`src/sv/bzl_pkg.sv`:
```
// ----------------------------------------------------------------------------
// bzl_pkg: shared definitions for the cubic Bezier length engine
// Widths, defaults, sequencer states and the multiply-accumulate control word.
// ----------------------------------------------------------------------------
`default_nettype none
package bzl_pkg;

	localparam int COORD_W = 32;
	localparam int T_W     = 30;
	localparam int LEN_W   = 40;
	localparam int PREC_W  = 32;
	localparam int OPD_W   = 33;
	localparam int PROD_W  = 66;
	localparam int ACC_W   = 68;
	localparam int ROOT_W  = 34;
	localparam int WORD_SEL_W = 4;

	localparam int STACK_DEPTH_DEF    = 32;
	localparam int T_FULL_SPAN_DEF    = 1073741823;
	localparam int MIN_SPAN_SHIFT_DEF = 10;

	localparam logic [PREC_W-1:0] PRECISION_RESET = 32'd65536;

	// stack entry layout: word = {point, axis}; axis slot 3 holds the t-span
	localparam logic [WORD_SEL_W-1:0] WORD_TMIN = 4'd3;
	localparam logic [WORD_SEL_W-1:0] WORD_TMAX = 4'd7;

	typedef enum logic [2:0] {
		ST_IDLE,
		ST_COL,
		ST_TEST,
		ST_SPLIT,
		ST_CHORD,
		ST_SQRT,
		ST_POP,
		ST_DONE
	} state_t;

	typedef struct packed {
		logic valid;
		logic first;
		logic sub;
	} mac_ctl_t;

endpackage
`default_nettype wire

```
`src/sv/bzl_mac.sv`:
```
// ----------------------------------------------------------------------------
// bzl_mac: shared multiply-accumulate unit
// One signed 33x33 product per cycle, registered, then loaded into, added
// into or subtracted from a 68-bit accumulator.
// ----------------------------------------------------------------------------
`default_nettype none
module bzl_mac (
	input  logic                               clk,
	input  logic                               arst_n,
	input  bzl_pkg::mac_ctl_t                  ctl,
	input  logic signed [bzl_pkg::OPD_W-1:0]   opa,
	input  logic signed [bzl_pkg::OPD_W-1:0]   opb,
	output logic signed [bzl_pkg::ACC_W-1:0]   acc
);
	import bzl_pkg::*;

	logic signed [PROD_W-1:0] prod_s1;
	mac_ctl_t                 ctl_s1;
	logic signed [ACC_W-1:0]  acc_q;
	logic signed [ACC_W-1:0]  prod_ext;

	assign prod_ext = ACC_W'(prod_s1);
	assign acc      = acc_q;

	always_ff @(posedge clk) begin
		prod_s1 <= opa * opb;
	end

	always_ff @(posedge clk or negedge arst_n) begin
		if (!arst_n) begin
			ctl_s1 <= '0;
		end else begin
			ctl_s1 <= ctl;
		end
	end

	always_ff @(posedge clk) begin
		if (ctl_s1.valid) begin
			if (ctl_s1.first) begin
				acc_q <= prod_ext;
			end else if (ctl_s1.sub) begin
				acc_q <= acc_q - prod_ext;
			end else begin
				acc_q <= acc_q + prod_ext;
			end
		end
	end

endmodule
`default_nettype wire

```
`config.mk`:
```
export PLATFORM = sky130hd
export DESIGN_NAME = bzl_mac
export DESIGN_NICKNAME = d
export VERILOG_FILES = /design/src/sv/bzl_pkg.sv /design/src/sv/bzl_mac.sv
export SDC_FILE = /design/constraint.sdc
export NUM_CORES = 2
export LEC_CHECK = 0
export ABC_AREA = 1
export BUFFER_PORTS_ARGS = -buffer_cell sky130_fd_sc_hd__buf_2
export CAP_MARGIN = 30
export CORE_AREA = 4 4 349 351
export DETAILED_ROUTE_END_ITERATION = 8
export DIE_AREA = 0 0 353 355
export GPL_ROUTABILITY_DRIVEN = 0
export HOLD_SLACK_MARGIN = 0.08
export PLACE_DENSITY_LB_ADDON = 0.08
export SETUP_SLACK_MARGIN = 0.2
export SYNTH_ARGS = -nofsm -noshare
export SYNTH_HDL_FRONTEND = slang
export SYNTH_SLANG_ARGS = --single-unit
```
`constraint.sdc`:
```
create_clock -name clk -period 3.87 [get_ports clk]
set_input_delay 0.774 -clock clk [delete_from_list [all_inputs] [get_ports clk]]
set_output_delay 0.774 -clock clk [all_outputs]
set_load 0.02 [all_outputs]
```
After elaboration in Yosys (flattened, before gate mapping)
Index checks and enable logic that the tools add are counted.
{"block": "classes", "multipliers": 1, "addsub": 2, "muxes": 2}
{"cell": "68-bit two-way mux", "n": 2}
{"cell": "68-bit by 66-bit adder with 68-bit output", "n": 1}
{"cell": "68-bit by 66-bit subtractor with 68-bit output", "n": 1}
{"cell": "33-bit by 33-bit multiplier with 66-bit output", "n": 1}
{"block": "word_totals", "reg_bits": 137, "wordCells": 10, "out_inout_bits": 68}

Longest topological paths before layout
{"block": "depth", "word_depth": 3, "depth_mapped": 33, "depth_no_buf": 31}

Worst setup path after synthesis
OpenSTA, ideal clock, no wires.
{"block": "synth_path", "kind": "in2reg", "from": "input opa[32] in the netlist's numbering", "to": "register prod_s1[65]", "required_time_ns": 3.758, "t_arrival_ns": 7.805, "path_slack_ns": -4.047, "n_path_buf": 2, "stages": 24, "setup_ns": 0.112, "cell_sequence": "clkbuf_1 -> clkbuf_1 -> nand2_1 -> inv_1 -> fa_1 -> fa_1 -> fa_1 -> inv_1 -> fa_1 -> inv_1 -> fa_1 -> fa_1 -> inv_1 -> fa_1 -> fa_1 -> inv_1 -> ha_1 -> nand2_1 -> nor3_1 -> nand2_1 -> nor4_1 -> a21oi_1 -> nand2_1 -> nand2_1"}
{"block": "synth_via", "elab_chain_cells": 1}
{"element": "from (decl)", "line": "bzl_mac.sv:11", "source": "input logic signed [bzl_pkg::OPD_W-1:0] opa,"}
{"element": "33-bit by 33-bit multiplier with 66-bit output", "line": "bzl_mac.sv:26", "source": "prod_s1 <= opa * opb;"}
{"element": "to (signal assigned)", "line": "bzl_mac.sv:26"}
{"element": "to (decl)", "line": "bzl_mac.sv:17", "source": "logic signed [PROD_W-1:0] prod_s1;"}
No other way between the ends.
A chain may end at the register's enable or synchronous reset.

Worst setup path after layout
{"block": "layout_path", "from": "input opb[5] in the netlist's numbering", "to": "register prod_s1[62]"}
{"block": "layout_via", "elab_chain_cells": 1}
{"element": "from (decl)", "line": "bzl_mac.sv:12", "source": "input logic signed [bzl_pkg::OPD_W-1:0] opb,"}
{"element": "33-bit by 33-bit multiplier with 66-bit output", "line": "bzl_mac.sv:26"}
No other way between the ends.

==> run summary <==
Gate Count Post-Synth: 7118
violated checks: setup timing
max cap viols: 0
via-per-instance ratio: 4.97
dpl cells: 9266
first-pass GRT wire length: 285 mm
1st-pass router iterations: 7
kind of critical path: in2reg
Worst path slowest cell: fa_2
FF-to-FF Start: prod_s1[1]$_DFF_P_
full die area: 125000 um2
# clock sinks: 137
DRC Markers: 0
share of post-route cells with drive strength above 1: 26.7%
HPWL Detailed: 154 mm
Tcrit/Tclk final: 177%
PnR worst setup slack: -2960 ps
die height: 355 um
site row count: 127
worst-path maximum fanout: 7
gr ovfl total: 0
clock root cell: clkbuf_16
Rel. slew slack: 35.3%
Mapped Nets: 8620
most frequent cells in the layout: inv_1 (1905), nand2_1 (1728), fa_1 (1088)
biggest cell delay along the critical path: 600 ps
library cells used by synthesis: 49
Post-synth ARST share: 2.19%
Hold Violations, Final: 0
Synth Register Bits: 137
initial antenna violation count: 1
Die Wd: 353 um
final slew viol count: 0
class of the worst hold path: in2async
most common cell after layout, fill and taps aside: inv_1
CTS tree: yes
worst reg2reg path endpoint: acc[59]$_DFFE_PP_
clk_lat worst skew: 470 ps
Register-to-Register Path Depth: 27
prevailing post-synth register cell: edfxtp_1
Post-synth EDFFs: 68
DR vias: 47068
CTS Hold Buffers Added: 0
starting density of the core: 44.6%
Worst EP arrival: 7190 ps
PortBufs: 138
Slew @ Worst Pin: 960 ps
Clock Tree Buf Depth: 2
register area share after synthesis: 6.48%
Avg WL per Cell: 19.1 um
vias in the first global route: 50177
Finished Layout Cells: 9461
CP required: 4230 ps
Nets: 9402
diode count: 0
H-tree levels: 4
CTS buffer count: 17
crit path capture type: flop
Worst Skew: 21.3 ps
I/O pin cnt: 139
core footprint: 119000 um2
RSZ-0062 raised after global routing: yes
outcome: finished with violations
Synth Cell Area: 53100 um2
Final setup viols: 60
Area Overhead vs Synth: 29.7%
fillers: 10904
average cell area after synthesis: 7.45 um2
FF-to-FF setup slack: 60 ps
WL final: 181 mm
GR Util All Layers: 29.3%
Iteration-0 DRC Markers: 3372
largest net degree at the start of global routing: 56
Worst setup SP type: primary input
Routed Antenna Nets: 0
clk slew on worst S/H paths: 70 ps
Max Clock Freq: 0.146 GHz
Yosys warnings: 0
final worst path period need: 6830 ps
==> flip-flops by register name, summed over array words and instances, names as in the netlist <==
register,cells
acc,68
prod_s1,66
ctl_s1,3
==> through the flow <==
stage	area (um2)	utilization [%]	setup slack, ps	hold slack, ps	TNS, ps
6_report	68800	57.8	-2960	103	-155240
5_1_grt	68800	57.8	-3140	96.9	-167970
4_1_cts	66900	56.2	-2980	85.6	-152490
3_5_place_dp	62000	52.1	-3920	572	-201050
3_3_place_gp	62000	52.1	-3910	570	-199700
2_1_floorplan	55200	-	-3540	478	-154280
==> worst max-delay path, delay by kind of cell <==
| family | cells | cell delay [ps] |
|---|---|---|
| fa+ha+maj | 9 | 4360 |
| buf+inv | 11 | 1120 |
| simple gates | 8 | 490 |
| compound gates | 3 | 410 |
==> repair_timing <==
item,in CTS,in global routing
hold endpoints to repair,0,0
endpoints found under the setup margin,98,114
resized for setup,859,398
pin swaps,347,234
setup buffers,113,40
gates cloned,6,4
==> area by class of cell <==
type / count / area (um2) / share of cell area (%)
multi-input combinational: 4632 / 45600 / 66.2
timing repair buffer: 1048 / 9470 / 13.8
inverter: 2064 / 7780 / 11.3
sequential: 137 / 3440 / 5.00
tap: 1548 / 1940 / 2.82
clock buffer: 19 / 453 / 0.658
clock inverter: 13 / 144 / 0.209
==> routing by layer <==
layer,track usage (%),share of wire (%)
met5,0,0
met2,49.7,47
met3,2.65,5.5
met4,8.66,4.1
met1,40.1,43
==> worst max-delay path by stage <==
stage                 start             endpoint  depth (start not counted)
detailed placement  opa[32]  prod_s1[61]$_DFF_P_                         25
CTS                 opa[32]  prod_s1[61]$_DFF_P_                         29
global placement    opa[32]  prod_s1[61]$_DFF_P_                         25
finish               opb[5]  prod_s1[62]$_DFF_P_                         31
floorplan            opb[2]  prod_s1[65]$_DFF_P_                         26
global route         opb[5]  prod_s1[61]$_DFF_P_                         30
==> synthesized netlist by cell type (23+ instances only) <==
library cell / n / area (um2)
a21oi_1: 173 / 866
clkbuf_1: 281 / 1050
dfxtp_1: 66 / 1320
edfxtp_1: 68 / 2040
fa_1: 1146 / 22900
ha_1: 285 / 3570
inv_1: 2049 / 7690
nand2_1: 1895 / 7110
nand2_2: 23 / 144
nand3_1: 170 / 851
nand4_1: 45 / 282
nor2_1: 395 / 1480
nor2_2: 27 / 169
o21ai_0: 131 / 656
o21bai_1: 25 / 188
xnor2_1: 30 / 263
xor2_1: 103 / 902
==> kinds of logic (layout without fill, tap and decap cells) <==
| kind of cell | Yosys count | count (layout) | synth area share, % |
|---|---|---|---|
| and+or+nand+nor | 2677 | 2677 | 20.7 |
| buffers and inverters | 2349 | 3144 | 16.6 |
| adders and majority gates | 1431 | 1431 | 50.0 |
| AOI/OAI and AO/OA | 391 | 391 | 4.05 |
| DFF | 137 | 137 | 6.48 |
| xor gates and xnor gates | 133 | 133 | 2.20 |
Power is left out: the tool's default activity adds up to more than one toggle a clock period on the data nets, which glitch-free logic cannot reach.
