===== src/sv/bzl_pkg.sv =====
// ----------------------------------------------------------------------------
// bzl_pkg: shared definitions for the cubic Bezier length engine
// Widths, defaults, sequencer states and the multiply-accumulate control word.
// ----------------------------------------------------------------------------
`default_nettype none
package bzl_pkg;

	localparam int COORD_W = 32;
	localparam int T_W     = 30;
	localparam int LEN_W   = 40;
	localparam int PREC_W  = 32;
	localparam int OPD_W   = 33;
	localparam int PROD_W  = 66;
	localparam int ACC_W   = 68;
	localparam int ROOT_W  = 34;
	localparam int WORD_SEL_W = 4;

	localparam int STACK_DEPTH_DEF    = 32;
	localparam int T_FULL_SPAN_DEF    = 1073741823;
	localparam int MIN_SPAN_SHIFT_DEF = 10;

	localparam logic [PREC_W-1:0] PRECISION_RESET = 32'd65536;

	// stack entry layout: word = {point, axis}; axis slot 3 holds the t-span
	localparam logic [WORD_SEL_W-1:0] WORD_TMIN = 4'd3;
	localparam logic [WORD_SEL_W-1:0] WORD_TMAX = 4'd7;

	typedef enum logic [2:0] {
		ST_IDLE,
		ST_COL,
		ST_TEST,
		ST_SPLIT,
		ST_CHORD,
		ST_SQRT,
		ST_POP,
		ST_DONE
	} state_t;

	typedef struct packed {
		logic valid;
		logic first;
		logic sub;
	} mac_ctl_t;

endpackage
`default_nettype wire


===== src/sv/bzl_sqrt.sv =====
// ----------------------------------------------------------------------------
// bzl_sqrt: iterative floor square root
// Restoring method, two radicand bits and one root bit per cycle.
// ----------------------------------------------------------------------------
`default_nettype none
module bzl_sqrt (
	input  logic                         clk,
	input  logic                         arst_n,
	input  logic                         go,
	input  logic [bzl_pkg::ACC_W-1:0]    radicand,
	output logic                         done,
	output logic [bzl_pkg::ROOT_W-1:0]   root
);
	import bzl_pkg::*;

	localparam int REM_W  = ROOT_W + 3;
	localparam int ITER_W = $clog2(ROOT_W + 1);

	logic [ACC_W-1:0]  rad_q;
	logic [REM_W-1:0]  rem_q;
	logic [ROOT_W-1:0] root_q;
	logic [ITER_W-1:0] iter_q;
	logic              run_q;
	logic              done_q;
	logic [REM_W-1:0]  rem_sh;
	logic [REM_W-1:0]  trial;
	logic              ge;

	assign rem_sh = {rem_q[REM_W-3:0], rad_q[ACC_W-1:ACC_W-2]};
	assign trial  = REM_W'({root_q, 2'b01});
	assign ge     = (rem_sh >= trial);
	assign done   = done_q;
	assign root   = root_q;

	always_ff @(posedge clk or negedge arst_n) begin
		if (!arst_n) begin
			run_q  <= 1'b0;
			done_q <= 1'b0;
			iter_q <= '0;
		end else begin
			done_q <= 1'b0;
			if (go) begin
				run_q  <= 1'b1;
				iter_q <= ITER_W'(ROOT_W);
			end else if (run_q) begin
				iter_q <= iter_q - 1'b1;
				if (iter_q == ITER_W'(1)) begin
					run_q  <= 1'b0;
					done_q <= 1'b1;
				end
			end
		end
	end

	always_ff @(posedge clk) begin
		if (go) begin
			rad_q  <= radicand;
			rem_q  <= '0;
			root_q <= '0;
		end else if (run_q) begin
			rad_q  <= rad_q << 2;
			rem_q  <= ge ? (rem_sh - trial) : rem_sh;
			root_q <= {root_q[ROOT_W-2:0], ge};
		end
	end

endmodule
`default_nettype wire


===== config.mk =====
export PLATFORM = sky130hd
export DESIGN_NAME = bzl_sqrt
export DESIGN_NICKNAME = d
export VERILOG_FILES = /design/src/sv/bzl_pkg.sv /design/src/sv/bzl_sqrt.sv
export SDC_FILE = /design/constraint.sdc
export NUM_CORES = 1
export LEC_CHECK = 0
export BUFFER_PORTS_ARGS = -buffer_cell sky130_fd_sc_hd__buf_2
export CAP_MARGIN = 10
export CORE_MARGIN = 4
export CORE_UTILIZATION = 60
export CTS_BUF_LIST = sky130_fd_sc_hd__clkbuf_2 sky130_fd_sc_hd__clkbuf_4 sky130_fd_sc_hd__clkbuf_8
export DETAILED_ROUTE_END_ITERATION = 10
export MAX_ROUTING_LAYER = met4
export PLACE_DENSITY = 0.89
export SYNTH_ARGS = -nofsm -noshare
export SYNTH_HDL_FRONTEND = slang
export SYNTH_SLANG_ARGS = --single-unit
export TNS_END_PERCENT = 10

===== constraint.sdc =====
create_clock -name clk -period 3.11 [get_ports clk]
set_input_delay 0 -clock clk [delete_from_list [all_inputs] [get_ports clk]]
set_output_delay 0 -clock clk [all_outputs]
set_load 0.03 [all_outputs]

After elaboration in Yosys (flattened, before gate mapping)

Cells that the tools add are included.

Equality and inequality tests: 1
Shifts and indexed selects: 0
$mul: 0
Bitwise logic cells: 0
Muxes and demuxes: 11
Divide/modulo/power cells: 0
Magnitude comparators: 1
Add/sub/neg operators: 2
Reduce and logical (&&, ||, !) cells: 1

Operator list:

| cell                                                                  | count |
|---|---|
| 68-bit two-way mux                                                    | 2 |
| 37-bit by 36-bit greater-or-equal comparator with 1-bit output        | 1 |
| 35-bit two-way mux                                                    | 1 |
| 35-bit subtractor                                                     | 1 |
| 6-bit two-way mux                                                     | 2 |
| 6-bit by 1-bit equality test with 1-bit output, second input constant | 1 |
| 1-bit two-way mux                                                     | 6 |
| 6-bit by 1-bit subtractor with 6-bit output, second input constant    | 1 |
| 2-bit nonzero test                                                    | 1 |

Bits in writable memories: 0
Bits in read-only memories: 0
Word-level logic and storage cells: 22
Memories: 0
Bits in registers: 145
Bits in latches: 0
Output and inout bits: 35

Logic depth before layout (Yosys ltp)

Depth in word-level cells: 4
Gate-level depth with buffers: 13
Depth with buffers taken out: 11

Worst setup path after synthesis

Ideal clock, no wire load.

Path kind: register to register
From: reg root_q[8], in the netlist root[8]
To: reg root_q[0], in the netlist root[0]
Library setup time: 0.197 ns
Setup slack: 0.269 ns
Cell stages (with the launch flop): 14
Arrival: 2.644 ns
Required time: 2.913 ns
Buffers on the path: 2
Cell sequence: dfxtp_1 -> inv_1 -> ha_1 -> a21o_1 -> a221oi_1 -> o21ai_1 -> a21oi_2 -> o21ai_4 -> a31oi_4 -> o41ai_2 -> buf_6 -> buf_6 -> nand2_1 -> o21ai_0

Word-level cells in the longest chain between the ends: 1

RTL lines:

| item                                                           | RTL line       | RTL |
|---|---|---|
| from (decl)                                                    | bzl_sqrt.sv:21 | `logic [ROOT_W-1:0] root_q;` |
| from (signal assigned)                                         | bzl_sqrt.sv:63 | `root_q <= {root_q[ROOT_W-2:0], ge};` |
| 37-bit by 36-bit greater-or-equal comparator with 1-bit output | bzl_sqrt.sv:31 | `assign ge = (rem_sh >= trial);` |

Every way passes these cells.
A chain may end at the register's enable or synchronous reset.

Worst setup path in the final report

From: reg root_q[13], in the netlist root[13]
To: reg rem_q[6]

Word-level cells in the longest chain between the ends: 2

RTL lines:

| item                                                           | RTL line       | RTL |
|---|---|---|
| 37-bit by 36-bit greater-or-equal comparator with 1-bit output | bzl_sqrt.sv:31 |  |
| 35-bit two-way mux                                             | bzl_sqrt.sv:62 | `rem_q <= ge ? (rem_sh - trial) : rem_sh;` |
| to (signal assigned)                                           | bzl_sqrt.sv:62 |  |
| to (decl)                                                      | bzl_sqrt.sv:20 | `logic [REM_W-1:0] rem_q;` |

Every way passes these cells.

==> reports/summary.json <==
{
  "run_status": {
    "outcome": "finished clean"
  },
  "min_path": {
    "hold_class": "primary input to flip-flop",
    "hold_path.startpoint": "go"
  },
  "flow_run": {
    "max-cap-violations": 0
  },
  "global_route": {
    "use_met1_pct": 33.6,
    "grt_use_total_pct": 29.3,
    "grt.overflow.total": 0,
    "pin_count_of_the_biggest_net_entering_global_routing": 77,
    "grtUsageMet2_pct": 48.2,
    "top_usage_layer": "met2",
    "number_of_antenna_violations_at_the_first_check_in_global_routing": 0,
    "first_global_vias": 6592,
    "grt_first_pass_wirelength_mm": 33.0,
    "global_route.usage.met3_pct": 7.56
  },
  "pwr": {
    "static-leakage-power_nw": 4.50,
    "vdd_ir_max_uv": 540,
    "pwr-share-clk_pct": 17.7,
    "power.combinational.fraction_pct": 52.0,
    "sw_frac_of_total_pct": 39.6,
    "power.density_mw_per_mm2": 842,
    "net_switching_power_mw": 3.28,
    "power.total_mw": 8.28,
    "seqPwrFrac_pct": 30.3,
    "cellInternalPower_mw": 5.00
  },
  "cts": {
    "clock_pin_transition_on_the_worst_setup_and_hold_timing_paths_ps": 90,
    "clockBufferDepth": 2,
    "ctsHtreeMaxLevel": 4,
    "root_buffer": "sky130_fd_sc_hd__clkbuf_8",
    "insertion_delay_ps": 490,
    "tritoncts.num_buffers": 17,
    "total_number_of_clock_tree_sinks": 145,
    "cts_tree": "built"
  },
  "synth": {
    "postSynthCellCount": 745,
    "synthDominantCellAreaShare_pct": 25.8,
    "yosysWarningCount": 0,
    "synthTopCellsByCount": "75 x sky130_fd_sc_hd__nor2_1, 69 x sky130_fd_sc_hd__dfxtp_1, 68 x sky130_fd_sc_hd__edfxtp_1",
    "post-synth-top-count-cell": "sky130_fd_sc_hd__nor2_1",
    "yosys.area_share.adder_pct": 6.01,
    "synth_top_cells_by_area": "sky130_fd_sc_hd__edfxtp_1 26%, sky130_fd_sc_hd__dfxtp_1 17%, sky130_fd_sc_hd__mux2_2 9.4%, sky130_fd_sc_hd__mux2i_1 7.2%, sky130_fd_sc_hd__ha_1 6.0%",
    "synth-edff-count": 68,
    "post_synthesis_compound_gate_area_fraction_pct": 14.0,
    "synth-simple-area-share_pct": 8.96,
    "asyncSetResetFlopFracSynth_pct": 5.52,
    "ys_seq_elements": 145,
    "synth_nets": 854,
    "mux_share_of_post_synthesis_cell_area_pct": 16.6,
    "netlist-cell-type-count": 65,
    "synth-xor-area-share_pct": 3.88,
    "synth_sequential_area_ratio_pct": 45.8,
    "syn-mean-instance-area_um2": 10.6,
    "synth_flop_cell": "sky130_fd_sc_hd__dfxtp_1",
    "synthDominantAreaCellType": "sky130_fd_sc_hd__edfxtp_1",
    "mapped_cell_area_mm2": 0.00791,
    "dominant_combinational_cell_family_by_area_after_synthesis": "multiplexers"
  },
  "final_layout": {
    "finalInstanceArea_mm2": 0.00983,
    "area.growth.synth_to_final_pct": 24.4,
    "finalNetCount": 1042,
    "fill_cell_count": 800,
    "num_antenna_cells": 0,
    "ratio_of_cells_with_drive_above_1_in_the_final_layout_pct": 26.1
  },
  "routing": {
    "drc_errors": 0,
    "vias": 6444,
    "remaining_antenna_violation_count_after_routing": 0,
    "drt_first_pass_iters": 5,
    "drt_iter0_markers": 409,
    "postRouteWirelength_mm": 20.5,
    "avgViaCountPerCell": 5.76,
    "routed_wire_length_per_instance_um": 18.3
  },
  "worst_setup_path": {
    "worst_r2r_startpoint": "root[13]",
    "critical_path_class": "flip-flop to flip-flop",
    "cp_max_fo": 20,
    "cp-start-kind": "flip-flop",
    "crit_start": "root[13]",
    "timing.critical_path.cells": "inv_1 > ha_1 > and2_1 > a31oi_1 > o21ai_0 > a21oi_1 > o21ai_4 > a31oi_4 > o41ai_4 > buf_12 > mux2i_1 > a211oi_1",
    "cp_data_required_time_ps": 3430,
    "critical_path.endpoint_type": "flip-flop",
    "endpoint_arrival_time_on_the_critical_path_ps": 3250,
    "setup.reg_to_reg.worst_slack_ps": 170,
    "critPathMaxStageDelay_ps": 430,
    "critPathSlowestCell": "sky130_fd_sc_hd__o41ai_4"
  },
  "placed_design": {
    "gp_routability_congestion": 0.966,
    "io_buffer_count": 105,
    "dp_hpwl_mm": 12.4,
    "placement.cell_area_mm2": 0.00873
  },
  "timing": {
    "total_of_endpoints_with_negative_setup_slack_in_the_final_report": 0,
    "final.setup_skew_ps": 18.3,
    "max_freq_ghz": 0.341,
    "min_period_over_period_pct": 94.4,
    "final.min_clock_period_ps": 2940,
    "report.final.hold_viol_count": 0,
    "finalMaxSlewViolations": 0,
    "timing_worst_slew_pin_value_ps": 902,
    "rsz_0062_raised_after_global_routing": "yes",
    "timing.slew.headroom_pct": 39.8,
    "finalSetupTns_ps": 0
  },
  "floorplanning": {
    "die_width_um": 123,
    "core-area_mm2": 0.0128,
    "initial_utilization_pct": 61.9,
    "top_level_ports": 106,
    "die_area_mm2": 0.0151,
    "num_rows": 41,
    "die_h_um": 123
  }
}
[cells by family after synthesis]
| group | after synthesis |
|---|---|
| AO/OA/AOI/OAI | 159 |
| AND/OR/NAND/NOR | 155 |
| buffers and inverters | 90 |
| flip-flops | 145 |
| multiplexers | 123 |
| XOR/XNOR | 35 |
| adder cells (fa/ha/maj) | 38 |
[power by group through the flow]
stage	Clock [mW]	Combinational, mW	Sequential [mW]
4_1_cts	1.45	4.18	2.49
3_3_place_gp	0	3.96	2.52
5_1_grt	1.57	4.69	2.54
2_1_floorplan	0	3.21	2.49
6_report	1.47	4.30	2.51
3_5_place_dp	0	4.07	2.53
[path summary, 6_finish.rpt]
| path | cells past startpoint | endpoint |
|---|---|---|
| min reg2reg | 2 | rem_q[16] |
| max reg2reg | 12 | rem_q[6] |
| max in group asynchronous | 3 | run_q |
| min in group asynchronous | 3 | done |
| max | 12 | rem_q[6] |
| min | 2 | iter_q[0] |
[cells in the final DEF, fill, tap and decap left out, types with 3 or more instances in the layout]
master	Yosys	layout
sky130_fd_sc_hd__inv_1	53	52
sky130_fd_sc_hd__dfxtp_1	69	68
sky130_fd_sc_hd__clkinv_1	0	3
sky130_fd_sc_hd__a211oi_1	18	17
sky130_fd_sc_hd__nor2_1	75	75
sky130_fd_sc_hd__ha_1	38	38
sky130_fd_sc_hd__xnor2_1	27	27
sky130_fd_sc_hd__o31ai_1	3	3
sky130_fd_sc_hd__buf_4	0	30
sky130_fd_sc_hd__and3_1	6	6
sky130_fd_sc_hd__nand3_1	5	5
sky130_fd_sc_hd__xor2_1	8	8
sky130_fd_sc_hd__a21o_1	23	23
sky130_fd_sc_hd__dfrtp_1	8	7
sky130_fd_sc_hd__a211o_1	3	3
sky130_fd_sc_hd__nor2b_1	4	4
sky130_fd_sc_hd__mux2_2	66	66
sky130_fd_sc_hd__mux2i_1	57	57
sky130_fd_sc_hd__o21bai_1	7	7
sky130_fd_sc_hd__a31oi_1	7	7
sky130_fd_sc_hd__a21oi_1	32	31
sky130_fd_sc_hd__nand2_1	33	33
sky130_fd_sc_hd__clkbuf_8	0	17
sky130_fd_sc_hd__buf_2	2	104
sky130_fd_sc_hd__a311oi_1	3	3
sky130_fd_sc_hd__o21a_1	3	3
sky130_fd_sc_hd__a32oi_1	5	5
sky130_fd_sc_hd__edfxtp_1	68	68
sky130_fd_sc_hd__o21ai_0	30	30
sky130_fd_sc_hd__nor3_1	6	6
sky130_fd_sc_hd__inv_6	0	6
sky130_fd_sc_hd__nand4_1	6	6
sky130_fd_sc_hd__and2_1	6	6
sky130_fd_sc_hd__dlygate4sd3_1	0	70
sky130_fd_sc_hd__nand2b_1	3	3
[worst max-delay path, delay by kind of cell, from the launching register on]
family,cells,cell delay (ps)
simple gates,1,280
flops,1,380
mux,1,270
buf+inv,2,300
fa+ha+maj,1,390
compound gates,7,1150
[sequential cells by signal, summed over array words and instances (netlist names)]
| signal | count |
|---|---|
| done | 1 |
| iter_q | 6 |
| rad_q | 68 |
| rem_q | 35 |
| root | 34 |
| run_q | 1 |
[per-stage QoR]
| stage | setup WS (ps) | hold slack (ps) | std cells | utilization [%] |
|---|---|---|---|---|
| 5_1_grt | -24.5 | 147 | 1118 | 77.0 |
| 6_report | 175 | 159 | 1118 | 77.0 |
| 2_1_floorplan | 269 | -296 | 745 | - |
| 3_5_place_dp | 85.5 | -150 | 1014 | 68.4 |
| 4_1_cts | 80.0 | 108 | 1116 | 76.8 |
| 3_3_place_gp | 265 | -148 | 1014 | 68.4 |
[timing repair]
| item | in CTS | in global routing |
|---|---|---|
| endpoints found under the hold margin | 76 | 0 |
| hold buffers | 70 | 0 |
| endpoints found under the setup margin | 0 | 9 |
| buffers inserted | 0 | 2 |
| resized for setup | 0 | 3 |
[final cells by class]
class / instances / area, µm² / area share [%]
Inverter: 53 / 199 / 2.02
Clock inverter: 14 / 130 / 1.32
Clock buffer: 18 / 241 / 2.46
Timing Repair Buffer: 206 / 1490 / 15.1
Multi-Input combinational cell: 510 / 3930 / 40.0
Sequential cell: 145 / 3630 / 36.9
Tap cell: 172 / 215 / 2.19
[layer usage]
metal / up-vias / routed length (µm) / share of wire, %
met3: 65 / 1240 / 6.0
met4: 0 / 752 / 3.7
li1: 3084 / - / -
met1: 3066 / 8290 / 40
met5: - / 0 / 0
met2: 229 / 10200 / 50
(Power assumes the default switching activity.)
